**src/tap_pkg.sv**
```systemverilog
// shared types and constants for the text address parser
`default_nettype none

package tap_pkg;

  localparam int unsigned CharW = 8;
  localparam int unsigned AddrW = 64;
  localparam int unsigned DigitW = 4;
  localparam int unsigned CountW = 2;

  localparam logic [CountW-1:0] CountMax = 2'd3;
  localparam logic [DigitW-1:0] LetterBias = 4'd9;

  typedef struct packed {
    logic              blank;
    logic              dec_digit;
    logic              hex_letter;
    logic              x_char;
    logic              zero;
    logic [DigitW-1:0] digit;
  } char_class_t;

endpackage

`default_nettype wire

```
**src/tap_char_class.sv**
```systemverilog
// character classifier: whitespace, digits, hex letters and prefix x
`default_nettype none

module tap_char_class (
  input  wire logic [tap_pkg::CharW-1:0] char_code_i,
  output tap_pkg::char_class_t           class_o
);

  logic lower_hex;
  logic upper_hex;

  assign lower_hex = (char_code_i >= 8'h61) && (char_code_i <= 8'h66);
  assign upper_hex = (char_code_i >= 8'h41) && (char_code_i <= 8'h46);

  always_comb begin
    class_o.blank      = (char_code_i == 8'h20) ||
                         ((char_code_i >= 8'h09) && (char_code_i <= 8'h0d));
    class_o.dec_digit  = (char_code_i >= 8'h30) && (char_code_i <= 8'h39);
    class_o.hex_letter = lower_hex || upper_hex;
    class_o.x_char     = (char_code_i == 8'h78) || (char_code_i == 8'h58);
    class_o.zero       = (char_code_i == 8'h30);
    if (class_o.hex_letter) begin
      class_o.digit = {1'b0, char_code_i[2:0]} + tap_pkg::LetterBias;
    end else begin
      class_o.digit = char_code_i[3:0];
    end
  end

endmodule

`default_nettype wire

```
**src/text_address_parser.sv**
```systemverilog
// top level of the streaming ascii hex/decimal address parser
`default_nettype none

// Takes one character per cycle and keeps decimal and hexadecimal
// accumulators side by side, so a request of any length streams through at
// one character per clock with no gaps between texts. The character that
// carries end_of_text loads one result into the output register at the edge
// that accepts it; all other characters produce none. The input stalls only
// while that output register holds a result that the downstream side is
// stalling, so the sustained rate is one character per cycle, set by the
// single pass from parser state to the result register.
module text_address_parser (
  input  wire logic                         clk_i,
  input  wire logic                         rst_ni,
  input  wire logic                         in_valid_i,
  output      logic                         in_stall_o,
  input  wire logic [tap_pkg::CharW-1:0]    char_code_i,
  input  wire logic                         end_of_text_i,
  output      logic                         out_valid_o,
  input  wire logic                         out_stall_i,
  output      logic [tap_pkg::AddrW-1:0]    word_address_o,
  output      logic                         parse_ok_o
);

  tap_pkg::char_class_t cls;

  logic [tap_pkg::AddrW-1:0]  dec_acc_q, dec_acc_d;
  logic [tap_pkg::AddrW-1:0]  hex_acc_q, hex_acc_d;
  logic [tap_pkg::CountW-1:0] cnt_q, cnt_d;
  logic                       first_zero_q, first_zero_d;
  logic                       hex_prefix_q, hex_prefix_d;
  logic                       hex_letter_q, hex_letter_d;
  logic                       space_after_q, space_after_d;
  logic                       invalid_q, invalid_d;

  logic                       out_valid_q;
  logic [tap_pkg::AddrW-1:0]  word_address_q, word_address_d;
  logic                       parse_ok_q, parse_ok_d;

  logic                       in_accept;
  logic [tap_pkg::AddrW-1:0]  digit_ext;
  logic [tap_pkg::AddrW-1:0]  value;

  tap_char_class u_char_class (
    .char_code_i (char_code_i),
    .class_o     (cls)
  );

  assign in_stall_o = out_valid_q & out_stall_i;
  assign in_accept  = in_valid_i & ~in_stall_o;
  assign digit_ext  = {{(tap_pkg::AddrW-tap_pkg::DigitW){1'b0}}, cls.digit};

  // next parser state for the current character
  always_comb begin
    dec_acc_d     = dec_acc_q;
    hex_acc_d     = hex_acc_q;
    cnt_d         = cnt_q;
    first_zero_d  = first_zero_q;
    hex_prefix_d  = hex_prefix_q;
    hex_letter_d  = hex_letter_q;
    space_after_d = space_after_q;
    invalid_d     = invalid_q;
    if (cls.blank) begin
      if (cnt_q != '0) begin
        space_after_d = 1'b1;
      end
    end else begin
      if (space_after_q) begin
        invalid_d = 1'b1;
      end
      if (cls.dec_digit) begin
        dec_acc_d = (dec_acc_q << 3) + (dec_acc_q << 1) + digit_ext;
        hex_acc_d = (hex_acc_q << 4) + digit_ext;
        if ((cnt_q == '0) && cls.zero) begin
          first_zero_d = 1'b1;
        end
      end else if (cls.hex_letter) begin
        hex_acc_d    = (hex_acc_q << 4) + digit_ext;
        hex_letter_d = 1'b1;
      end else if (cls.x_char && (cnt_q == 2'd1) && first_zero_q) begin
        hex_prefix_d = 1'b1;
        hex_acc_d    = '0;
      end else begin
        invalid_d = 1'b1;
      end
      if (cnt_q != tap_pkg::CountMax) begin
        cnt_d = cnt_q + 2'd1;
      end
    end
  end

  // result for a final character
  always_comb begin
    parse_ok_d = (cnt_d != '0) && !invalid_d &&
                 !(hex_prefix_d && (cnt_d != tap_pkg::CountMax));
    value      = (hex_prefix_d || hex_letter_d) ? hex_acc_d : dec_acc_d;
    if (parse_ok_d) begin
      word_address_d = {value[tap_pkg::AddrW-1:2], 2'b00};
    end else begin
      word_address_d = '0;
    end
  end

  always_ff @(posedge clk_i or negedge rst_ni) begin
    if (!rst_ni) begin
      dec_acc_q     <= '0;
      hex_acc_q     <= '0;
      cnt_q         <= '0;
      first_zero_q  <= 1'b0;
      hex_prefix_q  <= 1'b0;
      hex_letter_q  <= 1'b0;
      space_after_q <= 1'b0;
      invalid_q     <= 1'b0;
      out_valid_q   <= 1'b0;
    end else begin
      if (in_accept) begin
        if (end_of_text_i) begin
          dec_acc_q     <= '0;
          hex_acc_q     <= '0;
          cnt_q         <= '0;
          first_zero_q  <= 1'b0;
          hex_prefix_q  <= 1'b0;
          hex_letter_q  <= 1'b0;
          space_after_q <= 1'b0;
          invalid_q     <= 1'b0;
        end else begin
          dec_acc_q     <= dec_acc_d;
          hex_acc_q     <= hex_acc_d;
          cnt_q         <= cnt_d;
          first_zero_q  <= first_zero_d;
          hex_prefix_q  <= hex_prefix_d;
          hex_letter_q  <= hex_letter_d;
          space_after_q <= space_after_d;
          invalid_q     <= invalid_d;
        end
      end
      if (in_accept && end_of_text_i) begin
        out_valid_q <= 1'b1;
      end else if (!out_stall_i) begin
        out_valid_q <= 1'b0;
      end
    end
  end

  always_ff @(posedge clk_i) begin
    if (in_accept && end_of_text_i) begin
      word_address_q <= word_address_d;
      parse_ok_q     <= parse_ok_d;
    end
  end

  assign out_valid_o    = out_valid_q;
  assign word_address_o = word_address_q;
  assign parse_ok_o     = parse_ok_q;

endmodule

`default_nettype wire

```
**config.mk**
```make
export PLATFORM = sky130hd
export DESIGN_NAME = text_address_parser
export DESIGN_NICKNAME = d
export VERILOG_FILES = /design/src/tap_pkg.sv /design/src/tap_char_class.sv /design/src/text_address_parser.sv
export SDC_FILE = /design/constraint.sdc
export NUM_CORES = 1
export LEC_CHECK = 0
export ABC_CLOCK_PERIOD_IN_PS = 4700
export BUFFER_PORTS_ARGS = -buffer_cell sky130_fd_sc_hd__buf_2
export CAP_MARGIN = 5
export CORE_AREA = 2 2 223 225
export CTS_CLUSTER_DIAMETER = 150
export DETAILED_ROUTE_END_ITERATION = 10
export DIE_AREA = 0 0 225 227
export GPL_TIMING_DRIVEN = 0
export PLACE_DENSITY = 0.52
export SETUP_SLACK_MARGIN = 0.2
export SKIP_LAST_GASP = 1
export SLEW_MARGIN = 10
export SYNTH_ARGS = -nofsm -noshare
export SYNTH_HDL_FRONTEND = slang
export SYNTH_SLANG_ARGS = --single-unit
```
**constraint.sdc**
```tcl
create_clock -name clk_i -period 4.7 [get_ports clk_i]
set_input_delay 0.47 -clock clk_i [delete_from_list [all_inputs] [get_ports clk_i]]
set_output_delay 0.47 -clock clk_i [all_outputs]
set_load 0.005 [all_outputs]
```
==> run_results.csv, run 1 <==
group,metric,value,unit
run,cap_violations,0,
sta,clock_skew,0.0159,ns
synth,synth_edf_count,63,
sta,timing.hold.ws,0.410,ns
power,max-vdd-ir-drop,0.000210,V
synth,ys_ff_latch,199,
cells_and_area,regArea,0.00530,mm²
cells_and_area,final_nets,1879,
grt,grt_pass1_vias,12779,
critical_path,startpoint_type,"primary input",
power,p_seq_frac,0.379,
grt,grt_usage,0.204,
critical_path,cp_max_fo,4,
synth,synth_top_area_cell,"dfrtp_1",
route,remaining_drc_errors,0,
cells_and_area,multi_input_area,0.00936,mm²
floorplan,fp.dieH,227,µm
sta,fin_tns_setup,-3.76,ns
synth,ys_seq_area_frac,0.379,
synth,synth_cell_types,80,
floorplan,dieArea,0.0511,mm²
critical_path,cp.required,4.87,ns
sta,rsz0062_at_grt,"yes",
place,numPortBuffers,75,
cells_and_area,synthToLayoutAreaGrowth,25.2,%
sta,max_slew.worst_pin.slew,1.04,ns
sta,finalSetupViolCount,28,
route,ant_nets,0,
route,vias,13369,
cells_and_area,fillers,4926,
clocking,path_clk_slew,0.08,ns
clocking,cts_tree,"built",
sta,min_period,4.98,ns
critical_path,cp_cell_sequence,"buf_6 -> or4b_4 -> a311oi_4 -> clkbuf_8 -> nand4_1 -> o21a_1 -> fa_1 -> fa_2 -> a21o_1 -> a221oi_4 -> a2111o_1 -> a2111oi_4 -> o211ai_2 -> buf_6 -> a21oi_4 -> a311oi_4 -> buf_6 -> a311oi_1 -> a211oi_1",
grt,grt_max_degree,96,
route,wl_per_cell,22.1,µm
clocking,clk_latency,0.47,ns
place,hpwl,39700,µm
run_status,status,"finished with violations",
place,place_congestion,0.927,
power,power.total,5.57,mW
clocking,numCtsBuffers,17,
floorplan,initial_core_util,0.288,
synth,synth_warnings,0,
clocking,clock_path_buffers,2,
place,pre_cts_ws,-1.81,ns
cells_and_area,layout_commonest_cell,"nand2_1",
route,avgViaCountPerCell,5.63,
critical_path,cp_data_arrival_time,5.15,ns
grt,antenna_found_initial,1,
sta,maxSlewViolCount,0,
power,power_switching_share,0.386,
route,wl,52600,µm
synth,synthesis.area,0.0140,mm²
floorplan,ios,80,
sta,layout_setup_ws,-0.285,ns
cells_and_area,most-common-layout-cells,"203 x nand2_1, 157 x a21oi_1, 136 x dfrtp_1, 122 x ha_1, 120 x o21ai_0",
cells_and_area,drive_above_1_share,0.199,
grt,grt_overflow,0,
power,power_frac_comb,0.349,
critical_path,cpMostUsedCell,"buf_6",
power,intPower,3.42,mW
route,drtIter0Drc,1190,
critical_path,max_stage_delay,0.60,ns
floorplan,coreArea,0.0485,mm²
power,leakagePower,7.48,nW
clocking,htreeDepth,4,
power,p_sw,2.15,mW
sta,finalHoldViolations,0,
synth,async_flop_share,0.683,
critical_path,slowest_stage,"fa_1",
sta,max_slew_margin,0.303,
synth,synth_area_leaders,"dfrtp_1 24%, edfxtp_1 14%, ha_1 11%",
power,p_per_area,318,mW/mm²
grt,grt_pass1_wl,78700,µm
power,clkPwrFrac,0.273,
floorplan,rows,81,
floorplan,dieWidth,225,µm
critical_path,critPathCaptureType,"register",
synth,synthCells,1590,
synth,synth_top_cell_area_share,0.244,
critical_path,critPathTopFamily,"compound AO/OA/AOI/OAI gates",
sta,finalCritPeriodShare,1.06,
run_status,violations,"setup timing",
critical_path,crit_type,"primary input to register",
clocking,clkSinkCount,199,
clocking,clockRootBuffer,"clkbuf_16",
cells_and_area,final_cells,2374,
place,dp_cells,2291,
sta,max_freq,201,MHz
synth,ys.flop_type,"dfrtp_1",
synth,postSynthAreaPerCell,8.79,µm²
route,firstDrtPassIters,5,
min_path,holdCritPathClass,"primary input to register",
critical_path,cp_num_buf_inv,4,
==> final timing paths <==
kind / from / cells after the start / slack, ns / endpoint
setup / recovery: char_code_i[7] / 19 / -0.28 / word_address_o[58]
hold / removal: char_code_i[3] / 4 / 0.41 / first_zero_q
setup reg to reg: dec_acc_q[36] / 12 / 0.49 / word_address_o[56]
hold reg to reg: hex_acc_q[60] / 2 / 0.48 / hex_acc_q[60]
max in group asynchronous: rst_ni / 3 / 3.36 / dec_acc_q[62]
min in group asynchronous: rst_ni / 2 / 0.49 / hex_acc_q[7]
==> layer usage <==
| metal | track usage | wire length (µm) | share of wire | vias to the layer above |
|---|---|---|---|---|
| li1 | - | - | - | 6198 |
| met1 | 0.284 | 23700 | 0.45 | 6620 |
| met2 | 0.334 | 24600 | 0.47 | 477 |
| met3 | 0.0244 | 3140 | 0.060 | 74 |
| met4 | 0.0564 | 1180 | 0.022 | 0 |
| met5 | 0 | 0 | 0 | - |
==> state kept, by name (all words and copies together) (netlist names) <==
signal and count:
cnt_q 2, dec_acc_q 64, first_zero_q 1, hex_acc_q 64, hex_letter_q 1, hex_prefix_q 1
invalid_q 1, out_valid_o 1, parse_ok_o 1, space_after_q 1, word_address_o 62
==> worst min-delay path, delay by kind of cell <==
family / cells / cell delay (ns)
compound gates: 1 / 0.16
simple gates: 2 / 0.10
buf+inv: 1 / 0.10
==> cells by family after synthesis <==
group / share of synthesized area
muxes: 0.00295
DFF: 0.379
AOI/OAI and AO/OA: 0.265
other: 0.000268
and+or+nand+nor: 0.162
xor gates and xnor gates: 0.0351
buffers and inverters: 0.0397
adders and majority gates: 0.116
==> through the flow <==
stage / instance area, µm² / utilization
floorplan: 14100 / -
global placement: 15200 / 0.314
detailed placement: 15300 / 0.315
CTS: 16800 / 0.346
global route: 17500 / 0.360
finish: 17500 / 0.360
==> Yosys cell counts (8+ instances only) <==
cell type,n
clkbuf_1,93
nand2b_1,11
ha_1,126
o31ai_1,10
a21oi_1,174
a22o_1,25
a21o_1,28
and2_1,11
nor2_1,95
a221oi_1,19
xnor2_1,35
o21bai_1,14
dfrtp_1,136
o21ai_0,150
inv_1,27
o311ai_0,8
a31oi_1,8
xor2_1,21
and3_1,66
a22oi_1,22
nor3_1,20
a211oi_1,35
buf_2,13
nand3_1,11
edfxtp_1,63
nand4_1,22
nand2_1,210
==> final cells by class <==
class	count	share of cell area
Multi-Input combinational cell	1251	0.535
Sequential cell	199	0.303
Clock buffer	18	0.0251
Antenna cell	1	0.000143
Buffer	114	0.0271
Tap cell	622	0.0445
Timing Repair Buffer	128	0.0518
Clock inverter	14	0.00808
Inverter	27	0.00579
==> power by group through the flow <==
stage          clock [mW]  sequential [mW]  combinational, mW
4_1_cts              1.53             2.10               1.71
6_report             1.52             2.11               1.94
3_3_place_gp            0             2.13               1.48
2_1_floorplan           0             2.07               1.06
3_5_place_dp            0             2.13               1.51
5_1_grt              1.60             2.12               2.11
==> repair_timing <==
item	in CTS	in global routing
endpoints found under the hold margin	41	0
pin swaps	47	61
resized for setup	119	96
hold buffers	1	0
setup endpoints to repair	102	84
buffers inserted	31	18
Note: power is estimated with default switching activity, not from simulation.
==> run 2, diff against run 1 <==
--- a/config.mk
+++ b/config.mk
@@ -9,6 +9,7 @@
 export BUFFER_PORTS_ARGS = -buffer_cell sky130_fd_sc_hd__buf_2
 export CAP_MARGIN = 5
 export CORE_AREA = 2 2 223 225
+export CTS_BUF_LIST = sky130_fd_sc_hd__clkbuf_8 sky130_fd_sc_hd__clkbuf_16
 export CTS_CLUSTER_DIAMETER = 150
 export DETAILED_ROUTE_END_ITERATION = 10
 export DIE_AREA = 0 0 225 227
@@ -16,7 +17,6 @@
 export PLACE_DENSITY = 0.52
 export SETUP_SLACK_MARGIN = 0.2
 export SKIP_LAST_GASP = 1
-export SLEW_MARGIN = 10
 export SYNTH_ARGS = -nofsm -noshare
 export SYNTH_HDL_FRONTEND = slang
 export SYNTH_SLANG_ARGS = --single-unit
==> run 2 against run 1 <==
  * The flow still finishes with violations (setup timing)
  * Core utilization rose by 0.82 points
  * Sequential share of layout area shrank 0.67 points
  * Maximum frequency shrank 0.17%
  * Worst hold slack better by 0.043 ns
  * Non-clock buffer count grew 34
  * Sequential power hardly changed
  * Largest cell class unchanged
  * Highest routed layer is now met5
==> run_results.csv, run 2 (synthesized netlist as in run 1, its figures left out) <==
group,metric,value,unit
run_status,status,"finished with violations",
run_status,violations,"setup timing",
sta,max_slew_margin,0.149,
floorplan,dieWidth,225,µm
grt,grt_pass1_wl,79500,µm
power,max-vdd-ir-drop,0.000209,V
clocking,numCtsBuffers,17,
sta,fin_tns_setup,-4.93,ns
route,wl_met1,24000,µm
floorplan,fp.dieH,227,µm
route,ant_nets,0,
critical_path,startpoint_type,"primary input",
sta,maxSlewViolCount,0,
floorplan,dieArea,0.0511,mm²
grt,grt_usage,0.205,
critical_path,cp_max_fo,4,
power,power_frac_comb,0.348,
cells_and_area,final_cells,2407,
cells_and_area,synthToLayoutAreaGrowth,28.1,%
power,leakagePower,7.70,nW
power,p_sw,2.17,mW
route,remaining_drc_errors,0,
cells_and_area,fin_area,0.0179,mm²
sta,finalSetupViolCount,32,
critical_path,crit_type,"primary input to register",
floorplan,ios,80,
route,maxUsedRoutingLayer,"met5",
power,power.total,5.55,mW
cells_and_area,fillers,4895,
route,firstDrtPassIters,7,
clocking,clk_latency,0.47,ns
cells_and_area,layout_commonest_cell,"nand2_1",
sta,min_period,4.99,ns
sta,timing.hold.ws,0.453,ns
clocking,clockRootBuffer,"clkbuf_16",
power,clkPwrFrac,0.272,
cells_and_area,regArea,0.00530,mm²
route,dr_wl_met3,3130,µm
power,p_seq_frac,0.380,
cells_and_area,final_nets,1913,
clocking,htreeDepth,4,
cells_and_area,drive_above_1_share,0.221,
critical_path,critPathCaptureType,"register",
floorplan,initial_core_util,0.288,
sta,clock_skew,0.0170,ns
sta,rsz0062_at_grt,"yes",
grt,grt_pass1_vias,13167,
grt,antenna_found_initial,1,
floorplan,coreArea,0.0485,mm²
place,dp_cells,2291,
power,power_switching_share,0.391,
critical_path,cp.required,4.87,ns
cells_and_area,multi_input_area,0.00941,mm²
route,vias,13570,
route,wl_per_cell,22.3,µm
route,avgViaCountPerCell,5.64,
cells_and_area,fin_util,0.369,
critical_path,cp_data_arrival_time,5.16,ns
cells_and_area,n_antenna_cell,0,
sta,finalHoldViolations,0,
place,numPortBuffers,75,
sta,layout_setup_ws,-0.293,ns
cells_and_area,most-common-layout-cells,"200 x nand2_1, 156 x a21oi_1, 136 x dfrtp_1, 121 x ha_1, 117 x o21ai_0",
place,pre_cts_ws,-1.80,ns
sta,max_freq,200,MHz
min_path,holdCritPathClass,"primary input to register",
grt,grt_overflow,0,
place,dpl_cell_area,0.0153,mm²
power,p_per_area,310,mW/mm²
route,drtIter0Drc,1149,
grt,grt_max_degree,93,
floorplan,rows,81,
clocking,clkSinkCount,199,
clocking,cts_tree,"built",
clocking,path_clk_slew,0.07,ns
clocking,clock_path_buffers,2,
sta,max_slew.worst_pin.slew,1.27,ns
route,wl,53600,µm
run,cap_violations,0,
place,hpwl,39600,µm
route,wl_met2,24800,µm
place,place_congestion,0.927,
sta,finalCritPeriodShare,1.06,
power,intPower,3.38,mW
[run 2: cell type report]
class | instances | area share
clock buffer | 18 | 0.0252
buffer | 114 | 0.0265
inverter | 27 | 0.00566
multi-input combinational | 1251 | 0.526
timing repair buffer | 162 | 0.0700
sequential | 199 | 0.296
clock inverter | 14 | 0.00727
tap | 622 | 0.0435
[run 2: final timing paths]
check / slack (ns) / end / from / depth (start not counted)
setup / recovery: -0.29 / word_address_o[60] / char_code_i[7] / 20
hold / removal: 0.45 / out_valid_o / out_stall_i / 3
setup reg to reg: 0.48 / word_address_o[53] / dec_acc_q[7] / 13
hold reg to reg: 0.49 / hex_acc_q[60] / hex_acc_q[60] / 2
max in group asynchronous: 3.29 / dec_acc_q[1] / rst_ni / 3
min in group asynchronous: 0.52 / hex_acc_q[7] / rst_ni / 2
[run 2: critical path, cell delays in order]
cell	delay, ns
buf_6	0.09
or4b_4	0.54
a311oi_4	0.26
clkbuf_8	0.20
nand4_1	0.13
o21a_2	0.20
fa_1	0.53
fa_2	0.36
a21o_1	0.20
a221oi_4	0.30
a2111o_1	0.34
a2111oi_4	0.14
o211ai_2	0.21
buf_6	0.16
a21oi_4	0.06
a311oi_4	0.21
buf_6	0.16
mux2_4	0.33
o21ai_4	0.16
a221oi_2	0.09
[run 2: metal layers]
metal  vias to the layer above  global-route usage
li1                       6267                   -
met1                      6730               0.285
met2                       470               0.332
met3                       101              0.0236
met4                         2              0.0694
met5                         -                   0
[run 2: repair_timing]
| action | CTS | global route |
|---|---|---|
| gates resized for setup | 113 | 144 |
| buffers inserted | 56 | 26 |
| hold endpoints to repair | 44 | 0 |
| pin swaps | 46 | 75 |
| hold buffers | 1 | 0 |
| endpoints found under the setup margin | 102 | 85 |
[run 2: power groups by stage]
| stage | Sequential, mW | Clock (mW) | Combinational [mW] |
|---|---|---|---|
| global placement | 2.13 | 0 | 1.48 |
| global route | 2.12 | 1.58 | 2.11 |
| finish | 2.11 | 1.51 | 1.93 |
| detailed placement | 2.13 | 0 | 1.52 |
| floorplan | 2.07 | 0 | 1.06 |
| CTS | 2.10 | 1.52 | 1.71 |
